### src/sv/hex2b64_pkg.sv
`timescale 1ns / 1ps
// ----------------------------------------------------------------------------
// Hex-to-base64 package
// Shared types, constants and character functions of the hex-to-base64 block.
// ----------------------------------------------------------------------------
package hex2b64_pkg;

  // Result status codes.
  localparam logic [1:0] StatOk       = 2'd0;
  localparam logic [1:0] StatBadDigit = 2'd1;
  localparam logic [1:0] StatOddCount = 2'd2;

  // Padding character '='.
  localparam logic [7:0] PadChar = 8'h3D;

  // Largest number of results that one digit can cause.
  localparam int MaxResults = 4;

  // One group of results, written to the queue for one accepted digit.
  typedef struct packed {
    logic [2:0]                      cnt;     // results in the group, 1 to 4
    logic [MaxResults-1:0][7:0]      chars;   // characters, slot 0 first
    logic [1:0]                      status;  // status for every result
    logic                            closes;  // last result ends the string
  } entry_t;

  // Push request from the front to the queue.
  typedef struct packed {
    logic   valid;
    entry_t entry;
  } push_t;

  // Decodes an ASCII hex digit. Bit 4 is set when the code is not a digit.
  function automatic logic [4:0] decode_digit(input logic [7:0] c);
    logic [4:0] res;
    res = 5'h10;
    if (c >= 8'h30 && c <= 8'h39) begin
      res = {1'b0, 4'(c - 8'h30)};
    end else if (c >= 8'h61 && c <= 8'h66) begin
      res = {1'b0, 4'(c - 8'h57)};
    end else if (c >= 8'h41 && c <= 8'h46) begin
      res = {1'b0, 4'(c - 8'h37)};
    end
    return res;
  endfunction

  // Maps a 6-bit value to its standard base64 character.
  function automatic logic [7:0] b64_char(input logic [5:0] idx);
    logic [7:0] res;
    logic [7:0] wide;
    wide = {2'b00, idx};
    if (idx < 6'd26) begin
      res = 8'h41 + wide;
    end else if (idx < 6'd52) begin
      res = 8'h61 + wide - 8'd26;
    end else if (idx < 6'd62) begin
      res = 8'h30 + wide - 8'd52;
    end else if (idx == 6'd62) begin
      res = 8'h2B;
    end else begin
      res = 8'h2F;
    end
    return res;
  endfunction

endpackage

### src/sv/hex2b64_in_if.sv
`timescale 1ns / 1ps
// ----------------------------------------------------------------------------
// Hex digit channel
// Valid/ready channel that carries one ASCII hex digit and its end flag.
// ----------------------------------------------------------------------------
interface hex2b64_in_if;
  logic       valid;
  logic       ready;
  logic [7:0] hex_char;
  logic       last;

  modport source (output valid, output hex_char, output last, input ready);
  modport sink   (input valid, input hex_char, input last, output ready);
endinterface

### src/sv/hex2b64_out_if.sv
`timescale 1ns / 1ps
// ----------------------------------------------------------------------------
// Base64 character channel
// Valid/ready channel that carries one base64 character with flag and status.
// ----------------------------------------------------------------------------
interface hex2b64_out_if;
  logic       valid;
  logic       ready;
  logic [7:0] out_char;
  logic       out_last;
  logic [1:0] status;

  modport source (output valid, output out_char, output out_last, output status,
                  input ready);
  modport sink   (input valid, input out_char, input out_last, input status,
                  output ready);
endinterface

### src/sv/hex2b64_front.sv
`timescale 1ns / 1ps
// ----------------------------------------------------------------------------
// Hex-to-base64 front end
// Accepts digits, pairs them into bytes, packs bits and builds result groups.
// ----------------------------------------------------------------------------
module hex2b64_front (
  input  logic                clk_i,
  input  logic                rst_ni,
  hex2b64_in_if.sink          in_i,
  input  logic                full_i,
  output hex2b64_pkg::push_t  push_o
);
  import hex2b64_pkg::*;

  logic [3:0]  held_nibble_q, held_nibble_d;
  logic        nibble_waiting_q, nibble_waiting_d;
  logic [11:0] bit_buffer_q, bit_buffer_d;
  logic [1:0]  bit_pairs_q, bit_pairs_d;       // bits held, in units of two
  logic [1:0]  chars_mod_four_q, chars_mod_four_d;
  logic        dropping_q, dropping_d;

  logic        accept;
  logic [4:0]  digit;
  logic [11:0] nb;
  logic [5:0]  c0, c1;
  logic [1:0]  left_pairs;
  logic [2:0]  n_data;
  logic [1:0]  cmf_after;
  logic [1:0]  pads;
  entry_t      entry;
  logic        push;

  // A digit is taken whenever the queue has room for its group.
  assign in_i.ready = !full_i;
  assign accept     = in_i.valid && in_i.ready;
  assign digit      = decode_digit(in_i.hex_char);
  assign nb         = {bit_buffer_q[3:0], held_nibble_q, digit[3:0]};

  // Characters that the completed byte releases.
  always_comb begin
    c0         = nb[7:2];
    c1         = 6'd0;
    left_pairs = 2'd1;
    n_data     = 3'd1;
    case (bit_pairs_q)
      2'd1: begin
        c0         = nb[9:4];
        left_pairs = 2'd2;
      end
      2'd2: begin
        c0         = nb[11:6];
        c1         = nb[5:0];
        left_pairs = 2'd0;
        n_data     = 3'd2;
      end
      default: begin
        c0         = nb[7:2];
        left_pairs = 2'd1;
      end
    endcase
    // On the final digit, leftover bits go out padded with zeros on the right.
    if (in_i.last && left_pairs != 2'd0) begin
      c1     = (left_pairs == 2'd1) ? {nb[1:0], 4'b0000} : {nb[3:0], 2'b00};
      n_data = 3'd2;
    end
    cmf_after = chars_mod_four_q + n_data[1:0];
    pads      = in_i.last ? (2'd0 - cmf_after) : 2'd0;
  end

  // Classification and state update for one digit.
  always_comb begin
    held_nibble_d    = held_nibble_q;
    nibble_waiting_d = nibble_waiting_q;
    bit_buffer_d     = bit_buffer_q;
    bit_pairs_d      = bit_pairs_q;
    chars_mod_four_d = chars_mod_four_q;
    dropping_d       = dropping_q;
    push             = 1'b0;
    entry.cnt        = 3'd1;
    entry.chars      = '0;
    entry.status     = StatOk;
    entry.closes     = 1'b1;

    if (accept) begin
      if (dropping_q) begin
        // Discard the rest of a failed string.
        if (in_i.last) begin
          dropping_d = 1'b0;
        end
      end else if (in_i.last && !nibble_waiting_q) begin
        // Odd digit count at the end of the string.
        push             = 1'b1;
        entry.status     = StatOddCount;
        held_nibble_d    = '0;
        nibble_waiting_d = 1'b0;
        bit_buffer_d     = '0;
        bit_pairs_d      = '0;
        chars_mod_four_d = '0;
      end else if (digit[4]) begin
        // Invalid digit; drop the rest unless this was the final item.
        push             = 1'b1;
        entry.status     = StatBadDigit;
        held_nibble_d    = '0;
        nibble_waiting_d = 1'b0;
        bit_buffer_d     = '0;
        bit_pairs_d      = '0;
        chars_mod_four_d = '0;
        dropping_d       = !in_i.last;
      end else if (!nibble_waiting_q) begin
        // High nibble of a byte.
        held_nibble_d    = digit[3:0];
        nibble_waiting_d = 1'b1;
      end else begin
        // Low nibble completes a byte.
        push         = 1'b1;
        entry.cnt    = n_data + {1'b0, pads};
        entry.closes = in_i.last;
        for (int i = 0; i < MaxResults; i++) begin
          entry.chars[i] = PadChar;
        end
        entry.chars[0] = b64_char(c0);
        if (n_data == 3'd2) begin
          entry.chars[1] = b64_char(c1);
        end
        if (in_i.last) begin
          held_nibble_d    = '0;
          nibble_waiting_d = 1'b0;
          bit_buffer_d     = '0;
          bit_pairs_d      = '0;
          chars_mod_four_d = '0;
        end else begin
          held_nibble_d    = '0;
          nibble_waiting_d = 1'b0;
          bit_buffer_d     = nb;
          bit_pairs_d      = left_pairs;
          chars_mod_four_d = cmf_after;
        end
      end
    end
  end

  assign push_o.valid = push;
  assign push_o.entry = entry;

  // Encoder state.
  always_ff @(posedge clk_i or negedge rst_ni) begin
    if (!rst_ni) begin
      held_nibble_q    <= '0;
      nibble_waiting_q <= 1'b0;
      bit_buffer_q     <= '0;
      bit_pairs_q      <= '0;
      chars_mod_four_q <= '0;
      dropping_q       <= 1'b0;
    end else begin
      held_nibble_q    <= held_nibble_d;
      nibble_waiting_q <= nibble_waiting_d;
      bit_buffer_q     <= bit_buffer_d;
      bit_pairs_q      <= bit_pairs_d;
      chars_mod_four_q <= chars_mod_four_d;
      dropping_q       <= dropping_d;
    end
  end

endmodule

### src/sv/hex2b64_queue.sv
`timescale 1ns / 1ps
// ----------------------------------------------------------------------------
// Hex-to-base64 group queue
// Small first-in first-out queue of result groups between front and back.
// ----------------------------------------------------------------------------
module hex2b64_queue #(
  parameter int Depth = 4
) (
  input  logic                clk_i,
  input  logic                rst_ni,
  input  hex2b64_pkg::push_t  push_i,
  input  logic                pop_i,
  output logic                full_o,
  output logic                empty_o,
  output hex2b64_pkg::entry_t head_o
);
  import hex2b64_pkg::*;

  localparam int PtrW = (Depth > 1) ? $clog2(Depth) : 1;
  localparam int CntW = $clog2(Depth + 1);

  entry_t            slots_q [Depth];
  logic [PtrW-1:0]   wr_ptr_q, wr_ptr_d;
  logic [PtrW-1:0]   rd_ptr_q, rd_ptr_d;
  logic [CntW-1:0]   count_q, count_d;
  logic              do_push, do_pop;

  assign full_o  = (count_q == CntW'(Depth));
  assign empty_o = (count_q == '0);
  assign head_o  = slots_q[rd_ptr_q];
  assign do_push = push_i.valid && !full_o;
  assign do_pop  = pop_i && !empty_o;

  // Pointer and fill count update, with wrap at the queue depth.
  always_comb begin
    wr_ptr_d = wr_ptr_q;
    rd_ptr_d = rd_ptr_q;
    count_d  = count_q;
    if (do_push) begin
      wr_ptr_d = (wr_ptr_q == PtrW'(Depth - 1)) ? '0 : wr_ptr_q + 1'b1;
    end
    if (do_pop) begin
      rd_ptr_d = (rd_ptr_q == PtrW'(Depth - 1)) ? '0 : rd_ptr_q + 1'b1;
    end
    if (do_push && !do_pop) begin
      count_d = count_q + 1'b1;
    end else if (do_pop && !do_push) begin
      count_d = count_q - 1'b1;
    end
  end

  always_ff @(posedge clk_i or negedge rst_ni) begin
    if (!rst_ni) begin
      wr_ptr_q <= '0;
      rd_ptr_q <= '0;
      count_q  <= '0;
    end else begin
      wr_ptr_q <= wr_ptr_d;
      rd_ptr_q <= rd_ptr_d;
      count_q  <= count_d;
    end
  end

  // Group storage needs no reset.
  always_ff @(posedge clk_i) begin
    if (do_push) begin
      slots_q[wr_ptr_q] <= push_i.entry;
    end
  end

endmodule

### src/sv/hex2b64_back.sv
`timescale 1ns / 1ps
// ----------------------------------------------------------------------------
// Hex-to-base64 back end
// Takes result groups from the queue and sends them one character per beat.
// ----------------------------------------------------------------------------
module hex2b64_back (
  input  logic                clk_i,
  input  logic                rst_ni,
  input  logic                empty_i,
  input  hex2b64_pkg::entry_t head_i,
  output logic                pop_o,
  hex2b64_out_if.source       out_o
);
  import hex2b64_pkg::*;

  logic       busy_q, busy_d;
  entry_t     cur_q, cur_d;
  logic [1:0] idx_q, idx_d;
  logic       last_slot;
  logic       done;

  // Output beat comes straight from the held group.
  assign last_slot      = ({1'b0, idx_q} == cur_q.cnt - 3'd1);
  assign out_o.valid    = busy_q;
  assign out_o.out_char = cur_q.chars[idx_q];
  assign out_o.out_last = cur_q.closes && last_slot;
  assign out_o.status   = cur_q.status;

  // Load the next group as the current one finishes, with no gap.
  assign done  = busy_q && out_o.ready && last_slot;
  assign pop_o = !empty_i && (!busy_q || done);

  always_comb begin
    busy_d = busy_q;
    cur_d  = cur_q;
    idx_d  = idx_q;
    if (pop_o) begin
      busy_d = 1'b1;
      cur_d  = head_i;
      idx_d  = '0;
    end else if (done) begin
      busy_d = 1'b0;
    end else if (busy_q && out_o.ready) begin
      idx_d = idx_q + 1'b1;
    end
  end

  always_ff @(posedge clk_i or negedge rst_ni) begin
    if (!rst_ni) begin
      busy_q <= 1'b0;
      idx_q  <= '0;
    end else begin
      busy_q <= busy_d;
      idx_q  <= idx_d;
    end
  end

  // Group payload needs no reset.
  always_ff @(posedge clk_i) begin
    cur_q <= cur_d;
  end

endmodule

### src/sv/hex_text_to_base64_encoder_unit.sv
`timescale 1ns / 1ps
// ----------------------------------------------------------------------------
// Hex text to base64 encoder
// Converts a stream of ASCII hex digits into standard base64 characters.
// ----------------------------------------------------------------------------
// Usage:
//   in_i takes one ASCII hex digit per beat; last marks the final digit of a
//   string. out_o gives one character per beat with out_last on the final
//   character of a string and a status code; an error beat carries char 0.
//   A digit is accepted in every cycle while the group queue has room, so a
//   string streams at one digit per cycle. Each completed byte or error puts
//   a group of one to four characters into a queue of QueueDepth groups; the
//   back end sends one character per cycle while the receiver is ready, so
//   the end-of-string burst of up to four characters is absorbed by the queue.
//   An accepted digit's group is written into the queue and then loaded into
//   the back end's held group, which offers its first character.
//   When the receiver stalls, the current character holds and the queue
//   fills; in_i.ready drops only when the queue is full.
//   Reset clears the encoder state, empties the queue and drops out_o.valid.
// ----------------------------------------------------------------------------
module hex_text_to_base64_encoder_unit #(
  parameter int QueueDepth = 4
) (
  input  logic          clk_i,
  input  logic          rst_ni,
  hex2b64_in_if.sink    in_i,
  hex2b64_out_if.source out_o
);
  import hex2b64_pkg::*;

  push_t  push;
  entry_t head;
  logic   full;
  logic   empty;
  logic   pop;

  // Digit intake and classification.
  hex2b64_front u_front (
    .clk_i  (clk_i),
    .rst_ni (rst_ni),
    .in_i   (in_i),
    .full_i (full),
    .push_o (push)
  );

  // Queue of result groups.
  hex2b64_queue #(
    .Depth (QueueDepth)
  ) u_queue (
    .clk_i   (clk_i),
    .rst_ni  (rst_ni),
    .push_i  (push),
    .pop_i   (pop),
    .full_o  (full),
    .empty_o (empty),
    .head_o  (head)
  );

  // Character output.
  hex2b64_back u_back (
    .clk_i   (clk_i),
    .rst_ni  (rst_ni),
    .empty_i (empty),
    .head_i  (head),
    .pop_o   (pop),
    .out_o   (out_o)
  );

endmodule

### src/flat_wrapper.sv
// flat-port wrapper written by rule: the top's interface ports become plain ports
module hex_text_to_base64_encoder_unit_flat import hex2b64_pkg::*;
#(
  parameter int QueueDepth = 4
)
  (clk_i, rst_ni, in_i_valid, in_i_hex_char, in_i_last, in_i_ready, out_o_valid, out_o_out_char, out_o_out_last, out_o_status, out_o_ready);
  hex2b64_in_if in_i_i ();
  hex2b64_out_if out_o_i ();
  input  logic clk_i;
  input  logic rst_ni;
  input wire logic [$bits(in_i_i.valid)-1:0] in_i_valid;
  input wire logic [$bits(in_i_i.hex_char)-1:0] in_i_hex_char;
  input wire logic [$bits(in_i_i.last)-1:0] in_i_last;
  output wire logic [$bits(in_i_i.ready)-1:0] in_i_ready;
  output wire logic [$bits(out_o_i.valid)-1:0] out_o_valid;
  output wire logic [$bits(out_o_i.out_char)-1:0] out_o_out_char;
  output wire logic [$bits(out_o_i.out_last)-1:0] out_o_out_last;
  output wire logic [$bits(out_o_i.status)-1:0] out_o_status;
  input wire logic [$bits(out_o_i.ready)-1:0] out_o_ready;
  assign in_i_i.valid = in_i_valid;
  assign in_i_i.hex_char = in_i_hex_char;
  assign in_i_i.last = in_i_last;
  assign in_i_ready = in_i_i.ready;
  assign out_o_valid = out_o_i.valid;
  assign out_o_out_char = out_o_i.out_char;
  assign out_o_out_last = out_o_i.out_last;
  assign out_o_status = out_o_i.status;
  assign out_o_i.ready = out_o_ready;
  hex_text_to_base64_encoder_unit #(.QueueDepth(QueueDepth)) u_core (.clk_i(clk_i), .rst_ni(rst_ni), .in_i(in_i_i), .out_o(out_o_i));
endmodule
### config.mk
export PLATFORM = sky130hd
export DESIGN_NAME = hex_text_to_base64_encoder_unit_flat
export DESIGN_NICKNAME = d
export VERILOG_FILES = /design/src/sv/hex2b64_pkg.sv /design/src/sv/hex2b64_in_if.sv /design/src/sv/hex2b64_out_if.sv /design/src/sv/hex2b64_front.sv /design/src/sv/hex2b64_queue.sv /design/src/sv/hex2b64_back.sv /design/src/sv/hex_text_to_base64_encoder_unit.sv /design/src/flat_wrapper.sv
export SDC_FILE = /design/constraint.sdc
export NUM_CORES = 1
export LEC_CHECK = 0
export BUFFER_PORTS_ARGS = -buffer_cell sky130_fd_sc_hd__buf_4
export CAP_MARGIN = 20
export CORE_ASPECT_RATIO = 1.4
export CORE_MARGIN = 1.5
export CORE_UTILIZATION = 45
export CTS_CLUSTER_SIZE = 25
export DETAILED_ROUTE_END_ITERATION = 16
export PLACE_DENSITY = 0.64
export SYNTH_ARGS = -nofsm -noshare
export SYNTH_HDL_FRONTEND = slang
export SYNTH_HIERARCHICAL = 1
export SYNTH_SLANG_ARGS = --single-unit
### constraint.sdc
create_clock -name clk_i -period 5.1 [get_ports clk_i]
set_input_delay 0.255 -clock clk_i [delete_from_list [all_inputs] [get_ports clk_i]]
set_output_delay 0.255 -clock clk_i [all_outputs]
set_load 0.05 [all_outputs]
# ---- Word-level counts from Yosys, hierarchy flattened
# Memories as Yosys holds them, arrays and structs flattened. A register that Yosys moved wholly into a read port is not among the register bits.
# Index checks and enable logic that the tools add are counted.
dict set report totals {
  in_bits 13
  memories 1
  output_inout_bits 13
  register_bits 24
  ram_bits 152
  word_cells 160
}
dict set report op_classes {
  addsub 22
  mux 70
  reduce_logical 31
  order_cmp 13
  bitwise_logic 1
  eq_ne 11
}
# memory depth word_bits rd rd_clocked_by_memory_dff wr line_no
set mem_list {}
lappend mem_list {u_core.u_queue.slots_q 4 38 1 1 1 hex2b64_queue.sv:22} ;# entry_t slots_q [Depth];
# cell n
set op_table {}
lappend op_table {{$mux 35} 3}
lappend op_table {{$mux 38} 2}
lappend op_table {{$mux 8} 8}
lappend op_table {{$add 7x6->8 const A} 4}
lappend op_table {{$mux 2} 16}
lappend op_table {{$mux 4} 7}
lappend op_table {{$lt 6x6->1 const B} 4}
lappend op_table {{$mux 1} 20}
lappend op_table {{$mux 6} 3}
lappend op_table {{$bmux 8 s2} 1}
lappend op_table {{$ge 8x7->1 const B} 2}
lappend op_table {{$le 8x7->1 const B} 2}
lappend op_table {{$sub 7x6->8 const B} 2}
lappend op_table {{$sub 8x5->8 const B} 2}
lappend op_table {{$mux 3} 5}
lappend op_table {{$mux 5} 3}
lappend op_table {{$add 6x6->7 const A} 2}
lappend op_table {{$logic_and 1x1->1} 14}
lappend op_table {{$eq 6x6->1 const B} 2}
lappend op_table {{$lt 6x5->1 const B} 2}
lappend op_table {{$pmux 6 s2} 1}
lappend op_table {{$ge 8x6->1 const B} 1}
lappend op_table {{$le 8x6->1 const B} 1}
lappend op_table {{$reduce_bool 2->1} 4}
lappend op_table {{23 further kinds} 37}

# ---- Longest topological paths before layout
dict set report depth {
  ltp_word 18
  depth_mapped 17
  depth_no_buf 15
}

# ---- Cells and area by module
# Netlist, hierarchy kept.
# mod n_inst area_per_inst_um2 cells_per_inst seq_area_each_um2
set modules_own_cells {}
lappend modules_own_cells {hex2b64_queue 1 5947.0 236 4739.5}
lappend modules_own_cells {hex2b64_front 1 2248.4 302 350.3}
lappend modules_own_cells {hex2b64_back 1 1647.8 83 1216.2}

# ---- Worst setup path after synthesis
# OpenSTA, ideal clock, no wires.
dict set report synth_timing {
  path_type {reg-to-reg}
  from {register, netlist name u_core/u_back/cur_q[35]}
  to {register u_core.u_queue.count_q[1]}
  t_required_ns 4.975
  path_stages_with_launch 11
  t_arrival_ns 4.455
  setup_slack_ns 0.520
  setup_ns 0.125
  path_buffers 0
  period_less_slack_ns 4.580
  path_cell_list {edfxtp_1 > inv_1 > ha_1 > xor2_2 > nand4_1 > a21oi_1 > o31ai_2 > ha_1 > inv_1 > fa_1 > mux2_2}
}
dict set report synth_between {
  elab_chain_len 9
  elab_cells_between_ends 11
  classes_between {1 x add/sub; 1 x eq/ne; 1 x mux; 8 x reduce/logical}
}
# item line_no
set synth_rtl {}
lappend synth_rtl {{$sub 3x1->3} hex2b64_back.sv:23} ;# assign last_slot = ({1'b0, idx_q} == cur_q.cnt - 3'd1);
lappend synth_rtl {{$eq 2x3->1} hex2b64_back.sv:23}
lappend synth_rtl {{$logic_and 1x1->1} hex2b64_back.sv:30} ;# assign done = busy_q && out_o.ready && last_slot;
lappend synth_rtl {{$logic_or 1x1->1} hex2b64_back.sv:31} ;# assign pop_o = !empty_i && (!busy_q || done);
lappend synth_rtl {{$logic_and 1x1->1} hex2b64_back.sv:31}
lappend synth_rtl {{via u_core.pop} hex_text_to_base64_encoder_unit.sv:35} ;# logic pop;
lappend synth_rtl {{$logic_and 1x1->1} hex2b64_queue.sv:32} ;# assign do_pop = pop_i && !empty_o;
lappend synth_rtl {{$logic_not 1->1} hex2b64_queue.sv:45} ;# if (do_push && !do_pop) begin
lappend synth_rtl {{$logic_and 1x1->1} hex2b64_queue.sv:45}
lappend synth_rtl {{$mux 3} hex2b64_queue.sv:45}
lappend synth_rtl {{via u_core.u_queue.count_d[1]} hex2b64_queue.sv:25} ;# logic [CntW-1:0] count_q, count_d;
lappend synth_rtl {{end signal: assignment} hex2b64_queue.sv:60} ;# count_q <= count_d;
lappend synth_rtl {{end: declaration} hex2b64_queue.sv:25}
# The timed path passes the listed nets, and every way through them passes these cells.
# A chain may end at the register's enable or synchronous reset.

==> flow_metrics.py <==
metrics = {
    "critical_path": {
        "path_buf_inv": 3,
        "crit_family": "compound AO/OA/AOI/OAI gates",
        "required_ns": 5.33,
        "end_kind": "flop",
        "path_class": "reg -> reg",
        "cp_slowest_cell": "a41oi_1",
        "max_stage_delay_ns": 0.69,
        "timing.critical_path.mode_cell": "inv_1",
        "path_cells": "inv_1 -> ha_1 -> a22oi_1 -> o21ai_1 -> inv_1 -> ha_1 -> inv_1 -> o31a_1 -> o21ai_0 -> a41oi_1 -> nor2_1 -> o21ai_0 -> o311ai_0 -> a221oi_1",
        "start_kind": "flop",
        "crit_fanout": 11,
        "arrival_ns": 4.36,
    },
    "place": {
        "hpwl_um": 11700,
        "place.gp.congestion": 0.854,
        "place_area_um2": 10100,
        "dp.cells": 874,
        "post-place-ws_ns": 1.15,
        "numPortBuffers": 25,
    },
    "synth": {
        "yosys-top-cells-count": "edfxtp_1 (190), mux4_2 (46), nand2_1 (38)",
        "synth_cells": 621,
        "yosys_warnings": 6,
        "synth.distinct_cells": 88,
        "yosys-top-cells-area": "edfxtp_1 (58%), mux4_2 (11%), dfrtp_1 (6.1%)",
        "synth_seq_cells": 214,
        "netlist_area_um2": 9840,
        "synth-xor-area-share_pct": 1.32,
        "synth_mux_area_share_pct": 11.3,
        "synth_edf_count": 190,
        "synth_ff_type": "edfxtp_1",
        "synthAdderAreaFrac_pct": 3.33,
        "synth_top_area_share_pct": 58.0,
        "async_flop_share_pct": 11.2,
        "seq_area_frac_synth_pct": 64.1,
        "synth_compound_area_share_pct": 8.33,
        "post_synth.cell_area_avg_um2": 15.9,
        "synth_top_area_cell": "edfxtp_1",
        "yosysMostFrequentCell": "edfxtp_1",
        "synth_top_family_by_area": "multiplexers",
        "synthSimpleGateAreaFrac_pct": 7.26,
    },
    "die": {
        "die_h_um": 178,
        "io_pins": 26,
        "die_area_um2": 22800,
        "start_util_pct": 46.2,
        "die_w_um": 128,
        "core_um2": 21300,
        "fp-row-count": 63,
    },
    "timing": {
        "setup_ws_ns": 0.977,
        "holdWs_ns": 0.0475,
        "setup_violations": 0,
        "fin_worst_skew_ns": 0.0158,
        "post-route-min-period_ns": 4.12,
        "max-slew-margin-rel_pct": 29.0,
        "drv_slew": 0,
        "setup-tns-final_ns": 0,
        "clock.fmax_ghz": 0.243,
        "rsz0062_at_grt": "false",
        "hold_viol_final": 0,
        "tightest_slew_ns": 1.06,
        "post-route-period-util_pct": 80.8,
    },
    "finish": {
        "drive_gt1_share_pct": 21.9,
        "num_antenna_cells": 0,
        "nets": 676,
        "layout.cells.non_filler": 912,
        "area_growth_pct": 9.86,
        "nFillCells": 1758,
        "final_util_pct": 50.8,
        "final_area_um2": 10800,
    },
    "route": {
        "num_vias": 5239,
        "drc": 0,
        "wl_met1_um": 7360,
        "top_layer": "met4",
        "wl_met3_um": 657,
        "drt_first_pass_iters": 6,
        "ant_nets": 0,
        "wl_met2_um": 9720,
        "vias_per_cell": 5.74,
        "wire_per_inst_um": 19.9,
        "wl_um": 18100,
        "drt-initial-drc-count": 560,
    },
    "clock_tree": {
        "cts_tree": "done",
        "cts-resized-gates": 0,
        "numCtsBuffers": 21,
        "clkLatencyLatePin_ns": 0.50,
        "clk_path_buf_depth": 3,
        "cts.sink_count": 214,
        "cts_setup_buffers": 0,
        "ctsHtreeMaxLevel": 1,
        "clock-root-buffer": "clkbuf_16",
        "cts.clk_slew.worst_paths_ns": 0.06,
    },
    "power_and_ir_drop": {
        "leakage_nw": 3.73,
        "powerDensity_nw_per_um2": 479,
        "peakVddDrop_mv": 0.221,
        "power.total_mw": 5.18,
    },
    "global_route": {
        "grt_first_pass_wirelength_um": 29000,
        "grt_overflow": 0,
        "grtUsageTotal_pct": 16.5,
        "antenna_found_initial": 0,
        "first_global_vias": 5403,
        "grt_start_max_net_pins": 41,
    },
    "outcome": {
        "status": "finished, final reports clean",
    },
    "min_path": {
        "hold_path_class": "in -> reg",
    },
    "flow_run": {
        "cap_violations": 0,
    },
}
-- cell families (layout without fill, tap and decap cells) --
| logic type | after synthesis | in the layout |
|---|---|---|
| XOR/XNOR | 14 | 14 |
| multiplexers | 52 | 52 |
| buffers and inverters | 71 | 96 |
| other | 2 | 8 |
| adder cells (fa/ha/maj) | 25 | 25 |
| flip-flops | 214 | 214 |
| AND/OR/NAND/NOR | 132 | 132 |
| AO/OA/AOI/OAI | 111 | 111 |
-- timing repair --
item,in CTS,in global routing
hold buffers,1,0
endpoints found under the setup margin,0,0
endpoints found under the hold margin,24,0
-- power by group --
group / total [mW] / internal [mW] / switching (mW)
Combinational: 1.30 / 0.579 / 0.722
Clock: 1.50 / 0.880 / 0.618
Sequential: 2.38 / 2.20 / 0.185
-- layer usage --
| layer | track usage, % | vias up |
|---|---|---|
| met1 | 19.9 | 2651 |
| li1 | - | 2435 |
| met5 | 0 | - |
| met3 | 2.16 | 32 |
| met2 | 30.4 | 121 |
| met4 | 5.10 | 0 |
-- sequential cells by signal, indices dropped and copies added, names as in the netlist --
signal                           flops
u_core/u_queue/slots_q             152
u_core/u_back/cur_q                 36
u_core/u_front/bit_buffer_q          4
u_core/u_front/held_nibble_q         4
u_core/u_queue/count_q               3
u_core/u_back/idx_q                  2
u_core/u_back/out_o.status           2
u_core/u_front/bit_pairs_q           2
u_core/u_front/chars_mod_four_q      2
u_core/u_queue/rd_ptr_q              2
u_core/u_queue/wr_ptr_q              2
u_core/u_back/out_o.valid            1
u_core/u_front/dropping_q            1
u_core/u_front/nibble_waiting_q      1
-- layout make-up --
class	count	area [µm²]	share of cell area (%)
Clock buffer	28	562	5.19
Clock inverter	9	105	0.972
Inverter	26	110	1.02
Multi-Input combinational cell	342	3150	29.2
Sequential cell	214	6310	58.3
Tap cell	260	325	3.01
Timing Repair Buffer	33	250	2.31
-- final timing paths --
check | from | endpoint | slack [ns] | cells after the start
min in group asynchronous | rst_ni | u_core/u_front/bit_pairs_q[0] | 0.20 | 2
max | u_core/u_front/bit_pairs_q[0] | u_core/u_queue/slots_q[0][6] | 0.98 | 14
min reg2reg | u_core/u_front/chars_mod_four_q[1] | u_core/u_front/chars_mod_four_q[1] | 0.51 | 1
max reg2reg | u_core/u_front/bit_pairs_q[0] | u_core/u_queue/slots_q[0][6] | 0.98 | 14
max in group asynchronous | rst_ni | u_core/u_queue/rd_ptr_q[0] | 4.62 | 2
min | in_i_last | u_core/u_front/dropping_q | 0.05 | 2
-- layout by cell type, fill, tap and decap left out, types with 3 or more instances in the layout --
cell type and instances:
nand2b_1 3, a31oi_1 3, a211oi_1 7, nand3_1 8, o31ai_1 8, ha_1 23, buf_4 32, and2_2 3
a221oi_1 3, edfxtp_1 190, o21ai_1 3, and2_1 3, xor2_1 6, clkbuf_1 6, inv_1 24, nor2_1 27
a21oi_1 17, clkbuf_16 21, a21o_1 4, mux4_2 46, xnor2_1 7, o211ai_1 4, nor3_1 11, o21ai_0 22
nand2_1 38, conb_1 8, dfrtp_1 23, clkinv_2 4, nor2b_1 7, a211o_1 3, nand4_1 3, a22oi_1 7
(Power assumes the default switching activity.)
